==> src/design/fbeq_pkg.sv <==
// ----------------------------------------------------------------------------
// fbeq_pkg: shared types and constants of the FFT bin graphic equaliser
// Widths, register indexes, node frequencies and the per-segment constants
// used to interpolate a band gain and divide by the segment span.
// ----------------------------------------------------------------------------
package fbeq_pkg;

    localparam int NUM_STG    = 12;
    localparam int NODE_COUNT = 10;
    localparam int GAIN_W     = 16;
    localparam int HZ_W       = 24;
    localparam int IDX_W      = 12;
    localparam int DATA_W     = 16;
    localparam int TDATA_W    = 48;
    localparam int LOG2_W     = 4;
    localparam int CFG_ADDR_W = 3;
    localparam int CFG_DATA_W = 64;
    localparam int NODE_F_W   = 27;
    localparam int SPAN_W     = 25;
    localparam int PROD_G_W   = GAIN_W + SPAN_W;
    localparam int NUM_W      = PROD_G_W + 1;
    localparam int NRED_W     = 23;
    localparam int RECIP_W    = 28;
    localparam int RECIP_SH   = 32;
    localparam int DIV_W      = 7;
    localparam int SHIFT_W    = 5;
    localparam int TOTAL_W    = 2 * GAIN_W;
    localparam int SCALED_W   = DATA_W + TOTAL_W;
    localparam int ROUND_SH   = 24;

    // Register indexes of the configuration port
    localparam logic [CFG_ADDR_W-1:0] REG_MASTER_GAIN = 3'd0;
    localparam logic [CFG_ADDR_W-1:0] REG_BAND_LOW    = 3'd1;
    localparam logic [CFG_ADDR_W-1:0] REG_BAND_MID    = 3'd2;
    localparam logic [CFG_ADDR_W-1:0] REG_BAND_HIGH   = 3'd3;
    localparam logic [CFG_ADDR_W-1:0] REG_HZ_PER_BIN  = 3'd4;
    localparam logic [CFG_ADDR_W-1:0] REG_FFT_LOG2    = 3'd5;

    // Segment codes: below the first node, interpolation segments 1..10,
    // 10 being the ramp from the top node down to zero, and above the top
    localparam int SEG_W = 4;
    localparam logic [SEG_W-1:0] SEG_BELOW    = 4'd0;
    localparam logic [SEG_W-1:0] SEG_TOP_RAMP = 4'd10;
    localparam logic [SEG_W-1:0] SEG_ABOVE    = 4'd11;

    // Node frequencies in Q.12 Hz
    localparam logic [NODE_F_W-1:0] NODE_FREQ [NODE_COUNT] = '{
        27'd129024,   27'd258048,   27'd512000,   27'd1024000,  27'd2048000,
        27'd4096000,  27'd8192000,  27'd16384000, 27'd32768000, 27'd65536000
    };
    localparam logic [NODE_F_W-1:0] TOP_FREQ = 27'd81920000;

    typedef struct packed {
        logic [IDX_W-1:0]  idx;
        logic [DATA_W-1:0] re;
        logic [DATA_W-1:0] im;
        logic [DATA_W-1:0] mag_re;
        logic [DATA_W-1:0] mag_im;
        logic              kzero;
    } side_t;

    // Lower node frequency of a segment
    function automatic logic [NODE_F_W-1:0] seg_flo(input logic [SEG_W-1:0] seg);
        logic [NODE_F_W-1:0] r;
        case (seg)
            4'd1:         r = 27'd129024;
            4'd2:         r = 27'd258048;
            4'd3:         r = 27'd512000;
            4'd4:         r = 27'd1024000;
            4'd5:         r = 27'd2048000;
            4'd6:         r = 27'd4096000;
            4'd7:         r = 27'd8192000;
            4'd8:         r = 27'd16384000;
            4'd9:         r = 27'd32768000;
            SEG_TOP_RAMP: r = 27'd65536000;
            default:      r = '0;
        endcase
        return r;
    endfunction

    // Span of a segment = 2^shift * divisor
    function automatic logic [SPAN_W-1:0] seg_span(input logic [SEG_W-1:0] seg);
        logic [SPAN_W-1:0] r;
        case (seg)
            4'd1:         r = 25'd129024;
            4'd2:         r = 25'd253952;
            4'd3:         r = 25'd512000;
            4'd4:         r = 25'd1024000;
            4'd5:         r = 25'd2048000;
            4'd6:         r = 25'd4096000;
            4'd7:         r = 25'd8192000;
            4'd8:         r = 25'd16384000;
            4'd9:         r = 25'd32768000;
            SEG_TOP_RAMP: r = 25'd16384000;
            default:      r = 25'd1;
        endcase
        return r;
    endfunction

    function automatic logic [SHIFT_W-1:0] seg_shift(input logic [SEG_W-1:0] seg);
        logic [SHIFT_W-1:0] r;
        case (seg)
            4'd1:         r = 5'd11;
            4'd2:         r = 5'd13;
            4'd3:         r = 5'd12;
            4'd4:         r = 5'd13;
            4'd5:         r = 5'd14;
            4'd6:         r = 5'd15;
            4'd7:         r = 5'd16;
            4'd8:         r = 5'd17;
            4'd9:         r = 5'd18;
            SEG_TOP_RAMP: r = 5'd17;
            default:      r = 5'd0;
        endcase
        return r;
    endfunction

    function automatic logic [DIV_W-1:0] seg_div(input logic [SEG_W-1:0] seg);
        logic [DIV_W-1:0] r;
        case (seg)
            4'd1:    r = 7'd63;
            4'd2:    r = 7'd31;
            default: r = 7'd125;
        endcase
        return r;
    endfunction

    // floor(2^32 / divisor)
    function automatic logic [RECIP_W-1:0] seg_recip(input logic [SEG_W-1:0] seg);
        logic [RECIP_W-1:0] r;
        case (seg)
            4'd1:    r = 28'd68174084;
            4'd2:    r = 28'd138547332;
            default: r = 28'd34359738;
        endcase
        return r;
    endfunction

endpackage

==> src/design/fbeq_scale.sv <==
// ----------------------------------------------------------------------------
// fbeq_scale: scaling of both bin parts
// Forms master times band gain, scales the magnitudes, rounds half away from
// zero, restores the sign and saturates; zero-frequency bins pass unscaled.
// Three register stages, the last being the output register.
// ----------------------------------------------------------------------------
module fbeq_scale
    import fbeq_pkg::*;
(
    input  logic                aclk,
    input  logic [2:0]          adv,
    input  logic [GAIN_W-1:0]   master_gain,
    input  logic [GAIN_W-1:0]   band_gain,
    input  side_t               side_s9,
    input  side_t               side_s10,
    output logic [IDX_W-1:0]    bin_out_reg,
    output logic [DATA_W-1:0]   real_out_reg,
    output logic [DATA_W-1:0]   imag_out_reg
);

    logic [TOTAL_W-1:0]  total_reg;
    logic [SCALED_W-1:0] scl_re_reg, scl_im_reg;
    logic [DATA_W-1:0]   real_out_next, imag_out_next;

    function automatic logic [DATA_W-1:0] round_sat(input logic [SCALED_W-1:0] scl,
                                                    input logic neg);
        logic [SCALED_W:0]   rnd;
        logic [SCALED_W-ROUND_SH:0] q;
        logic [DATA_W-1:0]   r;
        rnd = {1'b0, scl} + ((SCALED_W+1)'(1) << (ROUND_SH - 1));
        q   = rnd[SCALED_W:ROUND_SH];
        if (neg) begin
            if (q >= (SCALED_W-ROUND_SH+1)'(32768)) begin
                r = 16'h8000;
            end else begin
                r = ~q[DATA_W-1:0] + 16'd1;
            end
        end else if (q > (SCALED_W-ROUND_SH+1)'(32767)) begin
            r = 16'h7FFF;
        end else begin
            r = q[DATA_W-1:0];
        end
        return r;
    endfunction

    always_comb begin
        if (side_s10.kzero) begin
            real_out_next = side_s10.re;
            imag_out_next = side_s10.im;
        end else begin
            real_out_next = round_sat(scl_re_reg, side_s10.re[DATA_W-1]);
            imag_out_next = round_sat(scl_im_reg, side_s10.im[DATA_W-1]);
        end
    end

    always_ff @(posedge aclk) begin
        if (adv[0]) begin
            total_reg <= master_gain * band_gain;
        end
        if (adv[1]) begin
            scl_re_reg <= side_s9.mag_re * total_reg;
            scl_im_reg <= side_s9.mag_im * total_reg;
        end
        if (adv[2]) begin
            bin_out_reg  <= side_s10.idx;
            real_out_reg <= real_out_next;
            imag_out_reg <= imag_out_next;
        end
    end

endmodule

==> config.mk <==
export PLATFORM = sky130hd
export DESIGN_NAME = fbeq_scale
export DESIGN_NICKNAME = d
export VERILOG_FILES = /design/src/design/fbeq_pkg.sv /design/src/design/fbeq_scale.sv
export SDC_FILE = /design/constraint.sdc
export NUM_CORES = 2
export LEC_CHECK = 0
export ABC_AREA = 1
export BUFFER_PORTS_ARGS = -buffer_cell sky130_fd_sc_hd__buf_2
export CORE_MARGIN = 2
export CORE_UTILIZATION = 61
export DETAILED_ROUTE_END_ITERATION = 10
export GPL_TIMING_DRIVEN = 0
export PLACE_DENSITY = 0.79
export SLEW_MARGIN = 30
export SYNTH_ARGS = -nofsm -noshare
export SYNTH_HDL_FRONTEND = slang
export SYNTH_SLANG_ARGS = --single-unit
==> constraint.sdc <==
create_clock -name aclk -period 9.5 [get_ports aclk]
set_clock_uncertainty 0.1 [all_clocks]
set_input_delay 1.425 -clock aclk [delete_from_list [all_inputs] [get_ports aclk]]
set_output_delay 1.425 -clock aclk [all_outputs]
set_load 0.02 [all_outputs]
Word level (Yosys, flattened, before mapping) --
Cells that the tools add are included.
Operators by class: add/subtract/negate cells 4, multipliers 3, $lt $le $gt $ge 4, mux-type cells 8, bitwise operators 2
Operator list (count):
- $mux W16 | 8
- $add A48 B24 Y49 const B | 2
- $mul A16 B32 Y48 | 2
- $ge A25 B16 Y1 const B | 2
- $gt A25 B15 Y1 const B | 2
- $add A16 B1 Y16 const B | 2
- $mul A16 B16 Y32 | 1
- $not A16 Y16 | 2
Word-level totals: bits in registers 172

Logic depth before layout (Yosys ltp) --
depth in word-level cells 6, depth in mapped cells 30, gate-level depth less buffers 28

Least setup slack after synthesis --
Ideal clock, no wire load.
path type input-to-reg, from input port band_gain[1], to register total_reg[27], data pin, setup time 0.258 ns, arrival time 6.373 ns, setup slack 2.769 ns, stages 23, cell sequence clkbuf_1 > clkbuf_1 > nand2_1 > fa_1 > inv_1 > fa_1 > inv_1 > fa_1 > inv_1 > fa_1 > inv_1 > fa_1 > fa_1 > inv_1 > ha_1 > nand2_1 > nor2_1 > inv_1 > nor3_1 > nand3_1 > nand3_1 > a31oi_1 > xnor2_1
Between the ends: longest elaborated chain between the ends 1
RTL lines:
- start: declaration | line fbeq_scale.sv:13 | input logic [GAIN_W-1:0] band_gain,
- $mul A16 B16 Y32 | line fbeq_scale.sv:58 | total_reg <= master_gain * band_gain;
- end signal: assignment | line fbeq_scale.sv:58
- end: declaration | line fbeq_scale.sv:21 | logic [TOTAL_W-1:0] total_reg;
No other way between the ends. A chain may end at the register's enable or synchronous reset.

Final worst setup path --
from register total_reg[1], to register scl_im_reg[44], data pin
Between the ends: longest elaborated chain between the ends 1
RTL lines:
- $mul A16 B32 Y48 | line fbeq_scale.sv:62 | scl_im_reg <= side_s9.mag_im * total_reg;
- end signal: assignment | line fbeq_scale.sv:62
- end: declaration | line fbeq_scale.sv:22 | logic [SCALED_W-1:0] scl_re_reg, scl_im_reg;
No other way between the ends.

==> impl_metrics.py <==
metrics = {
    "sta": {
        "drv_slew": 0,
        "setup_tns_ns": 0,
        "final_period_minus_worst_setup_slack_ns": 7.576,
        "grt_setup_unrepaired": "no",
        "slew_headroom": 0.2460,
        "finalHoldViolations": 0,
        "fmax_ghz": 0.1320,
        "finalSetupViolCount": 0,
        "final.period_utilization": 0.7974,
        "tightest_slew_ns": 1.131,
    },
    "clocking": {
        "clockRootBuffer": "sky130_fd_sc_hd__clkbuf_16",
        "post_cts_hold_buffer_count": 0,
        "ctsLongestPathBuffers": 2,
        "clock_latency_ns": 0.50,
        "numClockSinks": 126,
        "tritoncts": "built",
        "clk_pin_slew_ns": 0.08,
        "cts_buffers": 17,
        "ctsResizeCount": 0,
        "htree_levels": 4,
        "cts_post_setup_buffers_inserted": 0,
    },
    "synthesis": {
        "share_of_async_settable_or_async_resettable_flops_after_synthesis": 0,
        "post_synth.cell_area_avg_um2": 7.635,
        "synth.cells.most_frequent": "1839 x sky130_fd_sc_hd__inv_1, 1812 x sky130_fd_sc_hd__nand2_1, 1028 x sky130_fd_sc_hd__fa_1",
        "yosysMostFrequentCell": "sky130_fd_sc_hd__inv_1",
        "synth.net_count": 7968,
        "synthCells": 6406,
        "synth_top_cell_by_area": "sky130_fd_sc_hd__fa_1",
        "postSynthRegisterBits": 126,
        "synth_seq_area_share": 0.07736,
        "synth.yosys.warnings": 0,
        "netlist_top_cells_area": "sky130_fd_sc_hd__fa_1 42%, sky130_fd_sc_hd__inv_1 14%, sky130_fd_sc_hd__nand2_1 14%",
        "synth.lib_cells_used.distinct": 49,
        "synth-main-ff-cell": "sky130_fd_sc_hd__edfxtp_1",
        "post_synth_instance_area_um2": 48910,
        "synth-edff-count": 126,
        "synth_largest_type_area_fraction": 0.4208,
    },
    "placement": {
        "gp_congestion": 1.059,
        "io_buffer_count": 124,
        "detailedPlacementHpwl_um": 128900,
    },
    "routing": {
        "wl_met1_um": 55030,
        "antenna_left": 0,
        "wl_per_cell_um": 20.07,
        "wl_met2_um": 67320,
        "detail_route.wirelength_um": 152900,
        "drt-pass1-iter-count": 8,
        "vias": 41910,
        "remaining_drc_errors": 0,
        "met3_length_um": 19640,
        "route.detailed.vias_per_inst": 5.501,
        "drtIter0Drc": 4198,
        "dr.max_layer_used": "met5",
    },
    "setup_path": {
        "worst_setup_end_kind": "flip-flop",
        "crit_slowest_cell": "sky130_fd_sc_hd__clkbuf_1",
        "crit_buf_inv": 3,
        "largest_driver_fanout_on_the_critical_path": 10,
        "worstPathArrival_ns": 7.71,
        "path_class": "flip-flop to flip-flop",
        "cp_top_family": "adder cells",
        "path_cells": "clkbuf_1 > buf_1 > nand2_1 > fa_1 > fa_1 > inv_1 > fa_1 > fa_1 > fa_1 > fa_1 > ha_1 > a21oi_1 > a21boi_0 > o21ai_0 > a21oi_1 > a21boi_0 > o21bai_1 > nand2_1 > nand2_1 > nand2_1",
        "worst_setup_path_start_kind": "flip-flop",
        "worst-endpoint-required_ns": 9.63,
        "critical-path-top-cell-by-count": "sky130_fd_sc_hd__fa_1",
        "crit_path_max_incr_delay_ns": 0.77,
    },
    "grt": {
        "grt_use_total": 0.3840,
        "grt_pass1_wl_um": 238500,
        "number_of_global_route_vias_before_repair": 43390,
        "grt_max_degree": 51,
        "grt_antenna_before_repair": 6,
        "grt_overflow_total": 0,
    },
    "layout": {
        "areaGrowthSynthToFinish_pct": 5.275,
        "largest_register_ff_count": 32,
        "design.final.nets": 8113,
        "layout-drive-gt1-share": 0.03550,
    },
    "hold_path": {
        "hold_path.class": "flip-flop to flip-flop",
    },
    "floorplanning": {
        "row_count": 103,
        "die_h_um": 287.2,
        "initial_core_utilization": 0.6181,
        "design.portCount": 234,
        "dieArea_um2": 82460,
        "core_area_um2": 79130,
        "die_w_um": 287.2,
    },
    "job": {
        "max-cap-violations": 0,
    },
    "status": {
        "status": "completed",
    },
}
-- path summary, 6_finish.rpt --
kind | startpoint | to | slack [ns] | depth (start not counted)
setup reg to reg | total_reg[1] | scl_im_reg[44] | 1.92 | 20
setup / recovery | total_reg[1] | scl_im_reg[44] | 1.92 | 20
hold / removal | scl_re_reg[37] | real_out_reg[13] | 0.78 | 4
hold reg to reg | scl_re_reg[37] | real_out_reg[13] | 0.78 | 4
-- cells by family (layout without fill, tap and decap cells) --
group	count (synthesis)	count (layout)	share of synthesized area
compound gates	348	348	0.04127
buf+inv	2111	2269	0.1625
fa+ha+maj	1372	1372	0.5088
other cells	0	5	0
xor+xnor	99	99	0.01788
flops	126	126	0.07736
simple gates	2350	2350	0.1922
-- through the flow --
step	util	std cells	cell area, um2	worst slack [ns]	hold slack, ns
floorplan	-	6406	48910	2.769	0.6555
global placement	0.6425	7580	50840	1.539	0.7506
detailed placement	0.6426	7580	50850	1.544	0.7643
CTS	0.6501	7612	51440	2.073	0.7675
global route	0.6506	7617	51480	1.747	0.8261
finish	0.6507	7619	51490	1.924	0.7752
-- cells in the final DEF (no fill, tap or decap), types with 8 or more instances in the layout --
| cell type | n |
|---|---|
| sky130_fd_sc_hd__a31oi_1 | 16 |
| sky130_fd_sc_hd__nand3b_1 | 16 |
| sky130_fd_sc_hd__fa_1 | 1028 |
| sky130_fd_sc_hd__xor2_1 | 70 |
| sky130_fd_sc_hd__o21a_1 | 21 |
| sky130_fd_sc_hd__inv_1 | 1839 |
| sky130_fd_sc_hd__clkbuf_16 | 17 |
| sky130_fd_sc_hd__ha_1 | 344 |
| sky130_fd_sc_hd__a21oi_1 | 136 |
| sky130_fd_sc_hd__xnor2_1 | 28 |
| sky130_fd_sc_hd__nand2_2 | 13 |
| sky130_fd_sc_hd__nand4_1 | 27 |
| sky130_fd_sc_hd__edfxtp_1 | 126 |
| sky130_fd_sc_hd__a21o_1 | 21 |
| sky130_fd_sc_hd__clkbuf_1 | 251 |
| sky130_fd_sc_hd__nor3_1 | 28 |
| sky130_fd_sc_hd__nand2_1 | 1812 |
| sky130_fd_sc_hd__o21ai_0 | 100 |
| sky130_fd_sc_hd__nor2_1 | 274 |
| sky130_fd_sc_hd__nand3_2 | 8 |
| sky130_fd_sc_hd__o21bai_1 | 11 |
| sky130_fd_sc_hd__nor2_2 | 10 |
| sky130_fd_sc_hd__nand3_1 | 130 |
| sky130_fd_sc_hd__or2_2 | 10 |
| sky130_fd_sc_hd__buf_2 | 126 |
-- per-layer routing --
metal / up-vias / track usage
met4: 4 / 0.2262
met3: 554 / 0.1038
met2: 2603 / 0.5970
met5: - / 0
li1: 18630 / -
met1: 20120 / 0.4841
-- worst reg2reg max path, stage by stage, from the launching register on --
cell                       delay (ns)
sky130_fd_sc_hd__edfxtp_1        0.67
sky130_fd_sc_hd__clkbuf_1        0.78
sky130_fd_sc_hd__buf_1           0.67
sky130_fd_sc_hd__nand2_1         0.18
sky130_fd_sc_hd__fa_1            0.51
sky130_fd_sc_hd__fa_1            0.52
sky130_fd_sc_hd__inv_1           0.06
sky130_fd_sc_hd__fa_1            0.50
sky130_fd_sc_hd__fa_1            0.43
sky130_fd_sc_hd__fa_1            0.54
sky130_fd_sc_hd__fa_1            0.44
sky130_fd_sc_hd__ha_1            0.36
sky130_fd_sc_hd__a21oi_1         0.29
sky130_fd_sc_hd__a21boi_0        0.37
sky130_fd_sc_hd__o21ai_0         0.13
sky130_fd_sc_hd__a21oi_1         0.19
sky130_fd_sc_hd__a21boi_0        0.16
sky130_fd_sc_hd__o21bai_1        0.25
sky130_fd_sc_hd__nand2_1         0.08
sky130_fd_sc_hd__nand2_1         0.06
sky130_fd_sc_hd__nand2_1         0.04
-- final cells by class --
class / instances / area (um2)
Multi-Input combinational cell: 4169 / 37180
Fill cell: 6918 / 27640
Inverter: 1843 / 6918
Sequential cell: 126 / 3784
Tap cell: 1050 / 1314
Buffer: 268 / 1037
Timing Repair Buffer: 126 / 649.4
Clock buffer: 17 / 425.4
Clock inverter: 15 / 170.2
Antenna cell: 5 / 12.51
Power is left out: the tool's default activity adds up to more than one toggle a clock period on the data nets, which glitch-free logic cannot reach.
