<file path="src/design/fbeq_pkg.sv">
// ----------------------------------------------------------------------------
// fbeq_pkg: shared types and constants of the FFT bin graphic equaliser
// Widths, register indexes, node frequencies and the per-segment constants
// used to interpolate a band gain and divide by the segment span.
// ----------------------------------------------------------------------------
package fbeq_pkg;

    localparam int NUM_STG    = 12;
    localparam int NODE_COUNT = 10;
    localparam int GAIN_W     = 16;
    localparam int HZ_W       = 24;
    localparam int IDX_W      = 12;
    localparam int DATA_W     = 16;
    localparam int TDATA_W    = 48;
    localparam int LOG2_W     = 4;
    localparam int CFG_ADDR_W = 3;
    localparam int CFG_DATA_W = 64;
    localparam int NODE_F_W   = 27;
    localparam int SPAN_W     = 25;
    localparam int PROD_G_W   = GAIN_W + SPAN_W;
    localparam int NUM_W      = PROD_G_W + 1;
    localparam int NRED_W     = 23;
    localparam int RECIP_W    = 28;
    localparam int RECIP_SH   = 32;
    localparam int DIV_W      = 7;
    localparam int SHIFT_W    = 5;
    localparam int TOTAL_W    = 2 * GAIN_W;
    localparam int SCALED_W   = DATA_W + TOTAL_W;
    localparam int ROUND_SH   = 24;

    // Register indexes of the configuration port
    localparam logic [CFG_ADDR_W-1:0] REG_MASTER_GAIN = 3'd0;
    localparam logic [CFG_ADDR_W-1:0] REG_BAND_LOW    = 3'd1;
    localparam logic [CFG_ADDR_W-1:0] REG_BAND_MID    = 3'd2;
    localparam logic [CFG_ADDR_W-1:0] REG_BAND_HIGH   = 3'd3;
    localparam logic [CFG_ADDR_W-1:0] REG_HZ_PER_BIN  = 3'd4;
    localparam logic [CFG_ADDR_W-1:0] REG_FFT_LOG2    = 3'd5;

    // Segment codes: below the first node, interpolation segments 1..10,
    // 10 being the ramp from the top node down to zero, and above the top
    localparam int SEG_W = 4;
    localparam logic [SEG_W-1:0] SEG_BELOW    = 4'd0;
    localparam logic [SEG_W-1:0] SEG_TOP_RAMP = 4'd10;
    localparam logic [SEG_W-1:0] SEG_ABOVE    = 4'd11;

    // Node frequencies in Q.12 Hz
    localparam logic [NODE_F_W-1:0] NODE_FREQ [NODE_COUNT] = '{
        27'd129024,   27'd258048,   27'd512000,   27'd1024000,  27'd2048000,
        27'd4096000,  27'd8192000,  27'd16384000, 27'd32768000, 27'd65536000
    };
    localparam logic [NODE_F_W-1:0] TOP_FREQ = 27'd81920000;

    typedef struct packed {
        logic [IDX_W-1:0]  idx;
        logic [DATA_W-1:0] re;
        logic [DATA_W-1:0] im;
        logic [DATA_W-1:0] mag_re;
        logic [DATA_W-1:0] mag_im;
        logic              kzero;
    } side_t;

    // Lower node frequency of a segment
    function automatic logic [NODE_F_W-1:0] seg_flo(input logic [SEG_W-1:0] seg);
        logic [NODE_F_W-1:0] r;
        case (seg)
            4'd1:         r = 27'd129024;
            4'd2:         r = 27'd258048;
            4'd3:         r = 27'd512000;
            4'd4:         r = 27'd1024000;
            4'd5:         r = 27'd2048000;
            4'd6:         r = 27'd4096000;
            4'd7:         r = 27'd8192000;
            4'd8:         r = 27'd16384000;
            4'd9:         r = 27'd32768000;
            SEG_TOP_RAMP: r = 27'd65536000;
            default:      r = '0;
        endcase
        return r;
    endfunction

    // Span of a segment = 2^shift * divisor
    function automatic logic [SPAN_W-1:0] seg_span(input logic [SEG_W-1:0] seg);
        logic [SPAN_W-1:0] r;
        case (seg)
            4'd1:         r = 25'd129024;
            4'd2:         r = 25'd253952;
            4'd3:         r = 25'd512000;
            4'd4:         r = 25'd1024000;
            4'd5:         r = 25'd2048000;
            4'd6:         r = 25'd4096000;
            4'd7:         r = 25'd8192000;
            4'd8:         r = 25'd16384000;
            4'd9:         r = 25'd32768000;
            SEG_TOP_RAMP: r = 25'd16384000;
            default:      r = 25'd1;
        endcase
        return r;
    endfunction

    function automatic logic [SHIFT_W-1:0] seg_shift(input logic [SEG_W-1:0] seg);
        logic [SHIFT_W-1:0] r;
        case (seg)
            4'd1:         r = 5'd11;
            4'd2:         r = 5'd13;
            4'd3:         r = 5'd12;
            4'd4:         r = 5'd13;
            4'd5:         r = 5'd14;
            4'd6:         r = 5'd15;
            4'd7:         r = 5'd16;
            4'd8:         r = 5'd17;
            4'd9:         r = 5'd18;
            SEG_TOP_RAMP: r = 5'd17;
            default:      r = 5'd0;
        endcase
        return r;
    endfunction

    function automatic logic [DIV_W-1:0] seg_div(input logic [SEG_W-1:0] seg);
        logic [DIV_W-1:0] r;
        case (seg)
            4'd1:    r = 7'd63;
            4'd2:    r = 7'd31;
            default: r = 7'd125;
        endcase
        return r;
    endfunction

    // floor(2^32 / divisor)
    function automatic logic [RECIP_W-1:0] seg_recip(input logic [SEG_W-1:0] seg);
        logic [RECIP_W-1:0] r;
        case (seg)
            4'd1:    r = 28'd68174084;
            4'd2:    r = 28'd138547332;
            default: r = 28'd34359738;
        endcase
        return r;
    endfunction

endpackage

</file>
<file path="src/design/fbeq_gain.sv">
// ----------------------------------------------------------------------------
// fbeq_gain: band gain by interpolation between octave nodes
// Finds the segment of the bin frequency, forms the weighted node gains and
// divides by the segment span: power-of-two shift, then a reciprocal
// multiply with one correction step. Seven register stages.
// ----------------------------------------------------------------------------
module fbeq_gain
    import fbeq_pkg::*;
#(
    parameter int FW = 36
) (
    input  logic                             aclk,
    input  logic [6:0]                       adv,
    input  logic [FW-1:0]                    freq,
    input  logic [NODE_COUNT*GAIN_W-1:0]     node_gains,
    output logic [GAIN_W-1:0]                gain_reg
);

    // stage 2: segment
    logic [SEG_W-1:0]    seg_s2_next, seg_s2_reg;
    logic [NODE_F_W-1:0] f_s2_reg;
    // stage 3: distances and node gains
    logic [SEG_W-1:0]    seg_s3_reg;
    logic [NODE_F_W-1:0] d_full;
    logic [SPAN_W-1:0]   d_s3_next, d_s3_reg;
    logic [SPAN_W-1:0]   smd_s3_next, smd_s3_reg;
    logic [GAIN_W-1:0]   glo_s3_next, glo_s3_reg;
    logic [GAIN_W-1:0]   ghi_s3_next, ghi_s3_reg;
    logic [SEG_W-1:0]    lo_sel, hi_sel;
    // stage 4: weighted products
    logic [SEG_W-1:0]    seg_s4_reg;
    logic [PROD_G_W-1:0] plo_s4_reg, phi_s4_reg;
    // stage 5: numerator, reduced by the power-of-two part of the span
    logic [SEG_W-1:0]    seg_s5_reg;
    logic [NUM_W-1:0]    num;
    logic [NRED_W-1:0]   nred_s5_next, nred_s5_reg;
    // stage 6: reciprocal estimate
    logic [SEG_W-1:0]    seg_s6_reg;
    logic [NRED_W-1:0]   nred_s6_reg;
    logic [NRED_W+RECIP_W-1:0] recip_prod;
    logic [GAIN_W-1:0]   q0_s6_next, q0_s6_reg;
    // stage 7: back-multiply
    logic [SEG_W-1:0]    seg_s7_reg;
    logic [NRED_W-1:0]   nred_s7_reg;
    logic [GAIN_W-1:0]   q0_s7_reg;
    logic [NRED_W-1:0]   back_s7_next, back_s7_reg;
    // stage 8: correction and gain select
    logic [NRED_W-1:0]   rem;
    logic [GAIN_W-1:0]   quo;
    logic [GAIN_W-1:0]   gain_next;

    always_comb begin
        seg_s2_next = SEG_BELOW;
        for (int n = 0; n < NODE_COUNT; n++) begin
            if (freq > FW'(NODE_FREQ[n])) begin
                seg_s2_next = SEG_W'(n + 1);
            end
        end
        if (freq >= FW'(TOP_FREQ)) begin
            seg_s2_next = SEG_ABOVE;
        end
    end

    always_comb begin
        d_full      = f_s2_reg - seg_flo(seg_s2_reg);
        d_s3_next   = d_full[SPAN_W-1:0];
        smd_s3_next = seg_span(seg_s2_reg) - d_s3_next;
        if (seg_s2_reg == SEG_BELOW || seg_s2_reg == SEG_ABOVE) begin
            lo_sel = '0;
        end else begin
            lo_sel = seg_s2_reg - 4'd1;
        end
        if (seg_s2_reg == SEG_BELOW || seg_s2_reg == SEG_ABOVE
                || seg_s2_reg == SEG_TOP_RAMP) begin
            hi_sel = '0;
        end else begin
            hi_sel = seg_s2_reg;
        end
        glo_s3_next = node_gains[GAIN_W*lo_sel +: GAIN_W];
        // the ramp above the top node runs down to zero
        ghi_s3_next = (seg_s2_reg == SEG_TOP_RAMP) ? '0
                                                    : node_gains[GAIN_W*hi_sel +: GAIN_W];
    end

    always_comb begin
        num = NUM_W'(plo_s4_reg) + NUM_W'(phi_s4_reg)
              + NUM_W'(seg_span(seg_s4_reg) >> 1);
        nred_s5_next = NRED_W'(num >> seg_shift(seg_s4_reg));
    end

    assign recip_prod   = nred_s5_reg * seg_recip(seg_s5_reg);
    assign q0_s6_next   = recip_prod[RECIP_SH+GAIN_W-1:RECIP_SH];
    assign back_s7_next = NRED_W'(q0_s6_reg * seg_div(seg_s6_reg));

    always_comb begin
        rem = nred_s7_reg - back_s7_reg;
        // the estimate is at most one short
        if (rem >= NRED_W'(seg_div(seg_s7_reg))) begin
            quo = q0_s7_reg + 16'd1;
        end else begin
            quo = q0_s7_reg;
        end
        if (seg_s7_reg == SEG_BELOW) begin
            gain_next = node_gains[GAIN_W-1:0];
        end else if (seg_s7_reg == SEG_ABOVE) begin
            gain_next = '0;
        end else begin
            gain_next = quo;
        end
    end

    always_ff @(posedge aclk) begin
        if (adv[0]) begin
            seg_s2_reg <= seg_s2_next;
            f_s2_reg   <= freq[NODE_F_W-1:0];
        end
        if (adv[1]) begin
            seg_s3_reg <= seg_s2_reg;
            d_s3_reg   <= d_s3_next;
            smd_s3_reg <= smd_s3_next;
            glo_s3_reg <= glo_s3_next;
            ghi_s3_reg <= ghi_s3_next;
        end
        if (adv[2]) begin
            seg_s4_reg <= seg_s3_reg;
            plo_s4_reg <= glo_s3_reg * smd_s3_reg;
            phi_s4_reg <= ghi_s3_reg * d_s3_reg;
        end
        if (adv[3]) begin
            seg_s5_reg  <= seg_s4_reg;
            nred_s5_reg <= nred_s5_next;
        end
        if (adv[4]) begin
            seg_s6_reg  <= seg_s5_reg;
            nred_s6_reg <= nred_s5_reg;
            q0_s6_reg   <= q0_s6_next;
        end
        if (adv[5]) begin
            seg_s7_reg  <= seg_s6_reg;
            nred_s7_reg <= nred_s6_reg;
            q0_s7_reg   <= q0_s6_reg;
            back_s7_reg <= back_s7_next;
        end
        if (adv[6]) begin
            gain_reg <= gain_next;
        end
    end

endmodule

</file>
<file path="config.mk">
export PLATFORM = sky130hd
export DESIGN_NAME = fbeq_gain
export DESIGN_NICKNAME = d
export VERILOG_FILES = /design/src/design/fbeq_pkg.sv /design/src/design/fbeq_gain.sv
export SDC_FILE = /design/constraint.sdc
export NUM_CORES = 2
export LEC_CHECK = 0
export BUFFER_PORTS_ARGS = -buffer_cell sky130_fd_sc_hd__buf_2
export CAP_MARGIN = 20
export CORE_UTILIZATION = 45
export CTS_BUF_LIST = sky130_fd_sc_hd__clkbuf_8
export CTS_CLUSTER_SIZE = 10
export DETAILED_ROUTE_END_ITERATION = 8
export PLACE_DENSITY = 0.59
export SYNTH_ARGS = -nofsm -noshare
export SYNTH_HDL_FRONTEND = slang
export SYNTH_SLANG_ARGS = --single-unit
</file>
<file path="constraint.sdc">
create_clock -name aclk -period 17.98 [get_ports aclk]
set_input_delay 0.899 -clock aclk [delete_from_list [all_inputs] [get_ports aclk]]
set_output_delay 0.899 -clock aclk [all_outputs]
set_load 0.05 [all_outputs]
</file>
# Word-level counts from Yosys, hierarchy flattened
# Memory sizes are Yosys's and may differ from the RTL's. A register that Yosys moved wholly into a read port is not among the register bits.
# Cells that the tools add are included.
[word_totals] register_bits=353 latch_bits=0 ram_bits=0 mem_bits_ro=800 inputBits=204 output_inout_bits=16 elab_cells=87 memories=4
[classes] n_addsub=7 mul=4 div=0 magnitude_cmp=12 eq_ne=9 shift=3 muxes=20 bitwise_logic=0 reduce_logical=6
[memory_table] memory="(no name shown)" depth=16 width=15 rd=1 rd_clocked_by_memory_dff=1 write_ports=0 line="fbeq_pkg.sv:84" text="case (seg)"
[memory_table] memory="(no name shown)" depth=16 width=15 rd=1 rd_clocked_by_memory_dff=0 write_ports=0 line="fbeq_pkg.sv:65" text="case (seg)"
[memory_table] memory="(no name shown)" depth=16 width=15 rd=1 rd_clocked_by_memory_dff=0 write_ports=0 line="fbeq_pkg.sv:84"
[memory_table] memory="(no name shown)" depth=16 width=5 rd=1 rd_clocked_by_memory_dff=1 write_ports=0 line="fbeq_pkg.sv:102" text="case (seg)"
[ops] operator="variable part select 160 x 9 -> 16 bit" count=2
[ops] operator="multiplier 16 x 25 -> 41 bit" count=2
[ops] operator="case mux 28 bit (2 select lines)" count=1
[ops] operator="subtractor 25 bit" count=2
[ops] operator="multiplier 23 x 28 -> 48 bit" count=1
[ops] operator="two-way mux 16 bit" count=3
[ops] operator="adder 41 x 41 -> 42 bit" count=1
[ops] operator="adder 42 x 24 -> 42 bit" count=1
[ops] operator=">> shifter 42 x 5 -> 23 bit" count=1
[ops] operator=">= comparator 36 x 27 -> 1 bit (second input constant)" count=1
[ops] operator="> comparator 36 x 17 -> 1 bit (second input constant)" count=1
[ops] operator="> comparator 36 x 18 -> 1 bit (second input constant)" count=1
[ops] operator="> comparator 36 x 19 -> 1 bit (second input constant)" count=1
[ops] operator="> comparator 36 x 20 -> 1 bit (second input constant)" count=1
[ops] operator="> comparator 36 x 21 -> 1 bit (second input constant)" count=1
[ops] operator="> comparator 36 x 22 -> 1 bit (second input constant)" count=1
[ops] operator="> comparator 36 x 23 -> 1 bit (second input constant)" count=1
[ops] operator="> comparator 36 x 24 -> 1 bit (second input constant)" count=1
[ops] operator="> comparator 36 x 25 -> 1 bit (second input constant)" count=1
[ops] operator="> comparator 36 x 26 -> 1 bit (second input constant)" count=1
[ops] operator="two-way mux 4 bit" count=9
[ops] operator="case mux 7 bit (2 select lines)" count=2
[ops] operator=">= comparator 23 x 7 -> 1 bit" count=1
[ops] operator="multiplier 16 x 7 -> 23 bit" count=1
[ops] operator="other kinds (12)" count=23

# Depth between registers and ports, before layout
[logic_depth] word_depth=11 depth_mapped=31 mapped_depth_nobuf=30

# Worst setup path after synthesis
# Ideal clock, no wire load.
[synth_timing] kind="reg-to-reg" startpoint="register seg_s5_reg[0]" endpoint="register q0_s6_reg[15] (data pin)" setup_time_ps=260 arrival_time_ps=7528 required_time_ps=17720 slack_ps=10192 path_stages_with_launch=30 path_buffers=2 period_less_slack_ps=7788 cell_sequence="edfxtp_1 nor4b_1 nor2_1 clkbuf_1 clkbuf_1 nand2_1 inv_1 ha_1 inv_1 fa_1 fa_1 inv_1 fa_1 fa_1 fa_1 inv_1 fa_1 inv_1 ha_1 a22oi_1 o211ai_1 a221o_1 nand2_1 o211ai_1 o211a_1 o31a_1 a211oi_1 o31ai_1 a21oi_1 xnor2_1"
[synth_via] elab_chain_cells=3 elab_cells_between_ends=4 cone_classes="1 x mul; 2 x eq/ne; 1 x mux"
[synth_rtl] item="start, declared" line="fbeq_gain.sv:34" text="logic [SEG_W-1:0] seg_s5_reg;"
[synth_rtl] item="start signal, assigned" line="fbeq_gain.sv:130" text="seg_s5_reg <= seg_s4_reg;"
[synth_rtl] item="== test 4 x 2 -> 1 bit / == test 4 x 1 -> 1 bit (equally long branches)" line="fbeq_pkg.sv:131" text="case (seg)"
[synth_rtl] item="case mux 28 bit (2 select lines) *" line="fbeq_pkg.sv:131"
[synth_rtl] item="multiplier 23 x 28 -> 48 bit *" line="fbeq_gain.sv:91" text="assign recip_prod = nred_s5_reg * seg_recip(seg_s5_reg);"
[synth_rtl] item="net recip_prod[47]" line="fbeq_gain.sv:40" text="logic [NRED_W+RECIP_W-1:0] recip_prod;"
[synth_rtl] item="end signal, assigned" line="fbeq_gain.sv:136" text="q0_s6_reg <= q0_s6_next;"
[synth_rtl] item="end, declared" line="fbeq_gain.sv:41" text="logic [GAIN_W-1:0] q0_s6_next, q0_s6_reg;"
# Mark *: on every way through the listed nets, which the timed path passes. The rest lies on a longest branch.
# A chain may end at the register's enable or synchronous reset.

# Final worst setup path
[layout_timing] startpoint="register seg_s5_reg[1]" endpoint="register q0_s6_reg[15] (data pin)"
# The elaborated chain is that of the path after synthesis.

==> metrics <==
status completed; slowest stage cell, crit path sky130_fd_sc_hd__o211ai_1; Final Hold Viols 0; Setup Viol. Count Final 0; number of max-cap violations 0; largest area contributor in the netlist sky130_fd_sc_hd__fa_1; total clock buffers created by CTS 71; worst hold path stage count 1; total number of H-tree levels 3; count of port buffers added during placement 219; final weighted congestion of routability-driven global placement 0.941; die outline width 381 um; Core Region 142000 um2; kind of start point of the critical path flip-flop; Cell Rows 138; final critical path time including I/O delays and setup 9040 ps; portion of the clock cycle consumed by the worst path in the final layout 0.503; root buf cell sky130_fd_sc_hd__clkbuf_8; Die H 381 um; M3 GR Usage 0.0382; cell type with the highest occurrence count on the critical path sky130_fd_sc_hd__inv_1; most area-consuming cells after synthesis sky130_fd_sc_hd__fa_1 (32%), sky130_fd_sc_hd__edfxtp_1 (16%), sky130_fd_sc_hd__ha_1 (14%); nature of the critical path endpoint flip-flop; Hold Crit Class input port to flip-flop; post-route non-filler standard cell count 8835; Layout fillers 13600; most frequent cell after synthesis sky130_fd_sc_hd__inv_1; clock tree from TritonCTS built; detailed-route via count 48600; max-slew violation count 0; WP data required 18460 ps; count of routing violations after the opening detailed-route iteration 3270; area taken by multi-input logic gates 47700 um2; effective utilization at floorplan 0.455; DRT antenna net count 0; sequential area share after synthesis 0.169; CTS max path bufs 3; Layout Area Growth over Synthesis 7.29%; maximum achievable frequency 0.111 GHz; overall routing resource usage 0.273; half-perimeter wire length after placement 158000 um; largest stage delay on the critical path 670 ps; routing usage on met2 0.459; via count of the first global-routing pass 51100; Final Skew 75.4 ps; Vias per Instance 5.50; distinct cell type count after synthesis 89; RSZ-0062 raised after global routing no; Slew Limit Headroom 0.204; number of cells traversed by the worst register-to-register path 30; # placed instances 8699; post-synthesis sequential element count 370; post-CTS setup-driven buffer insertion count 0; number of enable-type register cells in the synthesized netlist 352; sink of the worst hold path f_s2_reg[8]; DRC violation count after routing 0; busiest layer in global routing met2; total of cells resized after clock tree synthesis 0; number of clock sinks 370; most common flop cell mapped by yosys sky130_fd_sc_hd__edfxtp_1; number of antenna violations at the first check in global routing 15; flip-flop and latch area 10900 um2; final cell area excluding filler cells 69300 um2; area enclosed by the die boundary 145000 um2; critical setup path kind flip-flop to flip-flop; routing usage on met1 0.363; critical register-to-register path startpoint seg_s5_reg[1]; Synth top cells by count sky130_fd_sc_hd__inv_1 (1348), sky130_fd_sc_hd__fa_1 (1021), sky130_fd_sc_hd__nand2_1 (843), sky130_fd_sc_hd__ha_1 (713), sky130_fd_sc_hd__and2_1 (376); Final Hold Slack 361 ps; pin count of the biggest net entering global routing 77; residual overflow from global routing 0; layout net count 8822; DP Area 67800 um2; Yosys Warn Count 0; Final Routed Wirelength 195000 um; end of the worst register-to-register path q0_s6_reg[15]; source-to-sink clock delay at the later pin of the worst-skew pair 790 ps; cell count after synthesis 6763; Post-Synthesis Cell Area 64600 um2; worst setup slack for register-to-register paths 8940 ps; first-pass GRT wire length 303000 um; 1st-pass router iterations 6; fraction of final layout cells sized beyond drive strength 1 0.0722; Least-Margin Pin Slew 1180 ps; I/O pin cnt 220; worst hold start freq[8]; area share of the largest cell type after synthesis 0.316; Clock transition at path regs 60 ps; final routed wire length divided by cell count 22.1 um; largest driver fanout on the critical path 49; Synth async-reset ratio 0; mean area per synthesized cell 9.55 um2; setup TNS after final layout 0 ps; count of hold buffers inserted by post-cts repair 0; arrival time at the worst endpoint 9520 ps
placed cells by master, fill, tap and decap left out, types with 63 or more instances in the layout:
master,n
sky130_fd_sc_hd__a21o_1,86
sky130_fd_sc_hd__a21oi_1,193
sky130_fd_sc_hd__and2_1,376
sky130_fd_sc_hd__buf_2,217
sky130_fd_sc_hd__buf_4,75
sky130_fd_sc_hd__clkbuf_8,71
sky130_fd_sc_hd__edfxtp_1,352
sky130_fd_sc_hd__fa_1,1021
sky130_fd_sc_hd__ha_1,712
sky130_fd_sc_hd__inv_1,1365
sky130_fd_sc_hd__mux2i_1,134
sky130_fd_sc_hd__nand2_1,843
sky130_fd_sc_hd__nand3_1,63
sky130_fd_sc_hd__nor2_1,262
sky130_fd_sc_hd__nor2b_1,64
sky130_fd_sc_hd__o21ai_0,137
sky130_fd_sc_hd__xnor2_1,145
kinds of logic after synthesis:
group	after synthesis	synth area share
DFF	370	0.169
other	2	0.000116
and+or+nand+nor	1842	0.135
muxes	191	0.0356
xor gates and xnor gates	205	0.0280
adders and majority gates	1734	0.454
buffers and inverters	1600	0.0931
AOI/OAI and AO/OA	819	0.0852
worst max-delay path: cells and delay by family (launching register included):
kind                     cells  cell delay (ps)
adder cells (fa/ha/maj)      8             3680
AO/OA/AOI/OAI                7             2140
AND/OR/NAND/NOR              5             1010
buffers and inverters        9             1360
XOR/XNOR                     1              140
flip-flops                   1              450
area by class of cell:
cell class,instances,area share
well taps,1890,0.0341
flip-flops and latches,370,0.158
clock buffers,71,0.0141
clock inverters,56,0.00747
inverters,1350,0.0731
repair buffers,295,0.0249
diodes,7,0.000253
multi-input cells,4796,0.688
metrics by stage:
stage	util	setup WS, ps
CTS	0.488	9030
global route	0.488	8460
detailed placement	0.477	9030
global placement	0.477	9200
finish	0.488	8940
floorplan	-	10190
worst max-delay path by stage:
stage	start	to	slack, ps
global placement	seg_s5_reg[1]	q0_s6_reg[15]	9200
CTS	seg_s5_reg[1]	q0_s6_reg[15]	9030
detailed placement	seg_s5_reg[1]	q0_s6_reg[15]	9030
finish	seg_s5_reg[1]	q0_s6_reg[15]	8940
global route	seg_s5_reg[1]	q0_s6_reg[15]	8460
floorplan	seg_s5_reg[0]	q0_s6_reg[15]	10190
layer usage:
| layer | vias to the layer above | share of wire |
|---|---|---|
| li1 | 22000 | - |
| met1 | 24600 | 0.42 |
| met2 | 1654 | 0.48 |
| met3 | 326 | 0.063 |
| met4 | 2 | 0.031 |
| met5 | - | 0.000067 |
Power is left out: the tool's default activity adds up to more than one toggle a clock period on the data nets, which glitch-free logic cannot reach.
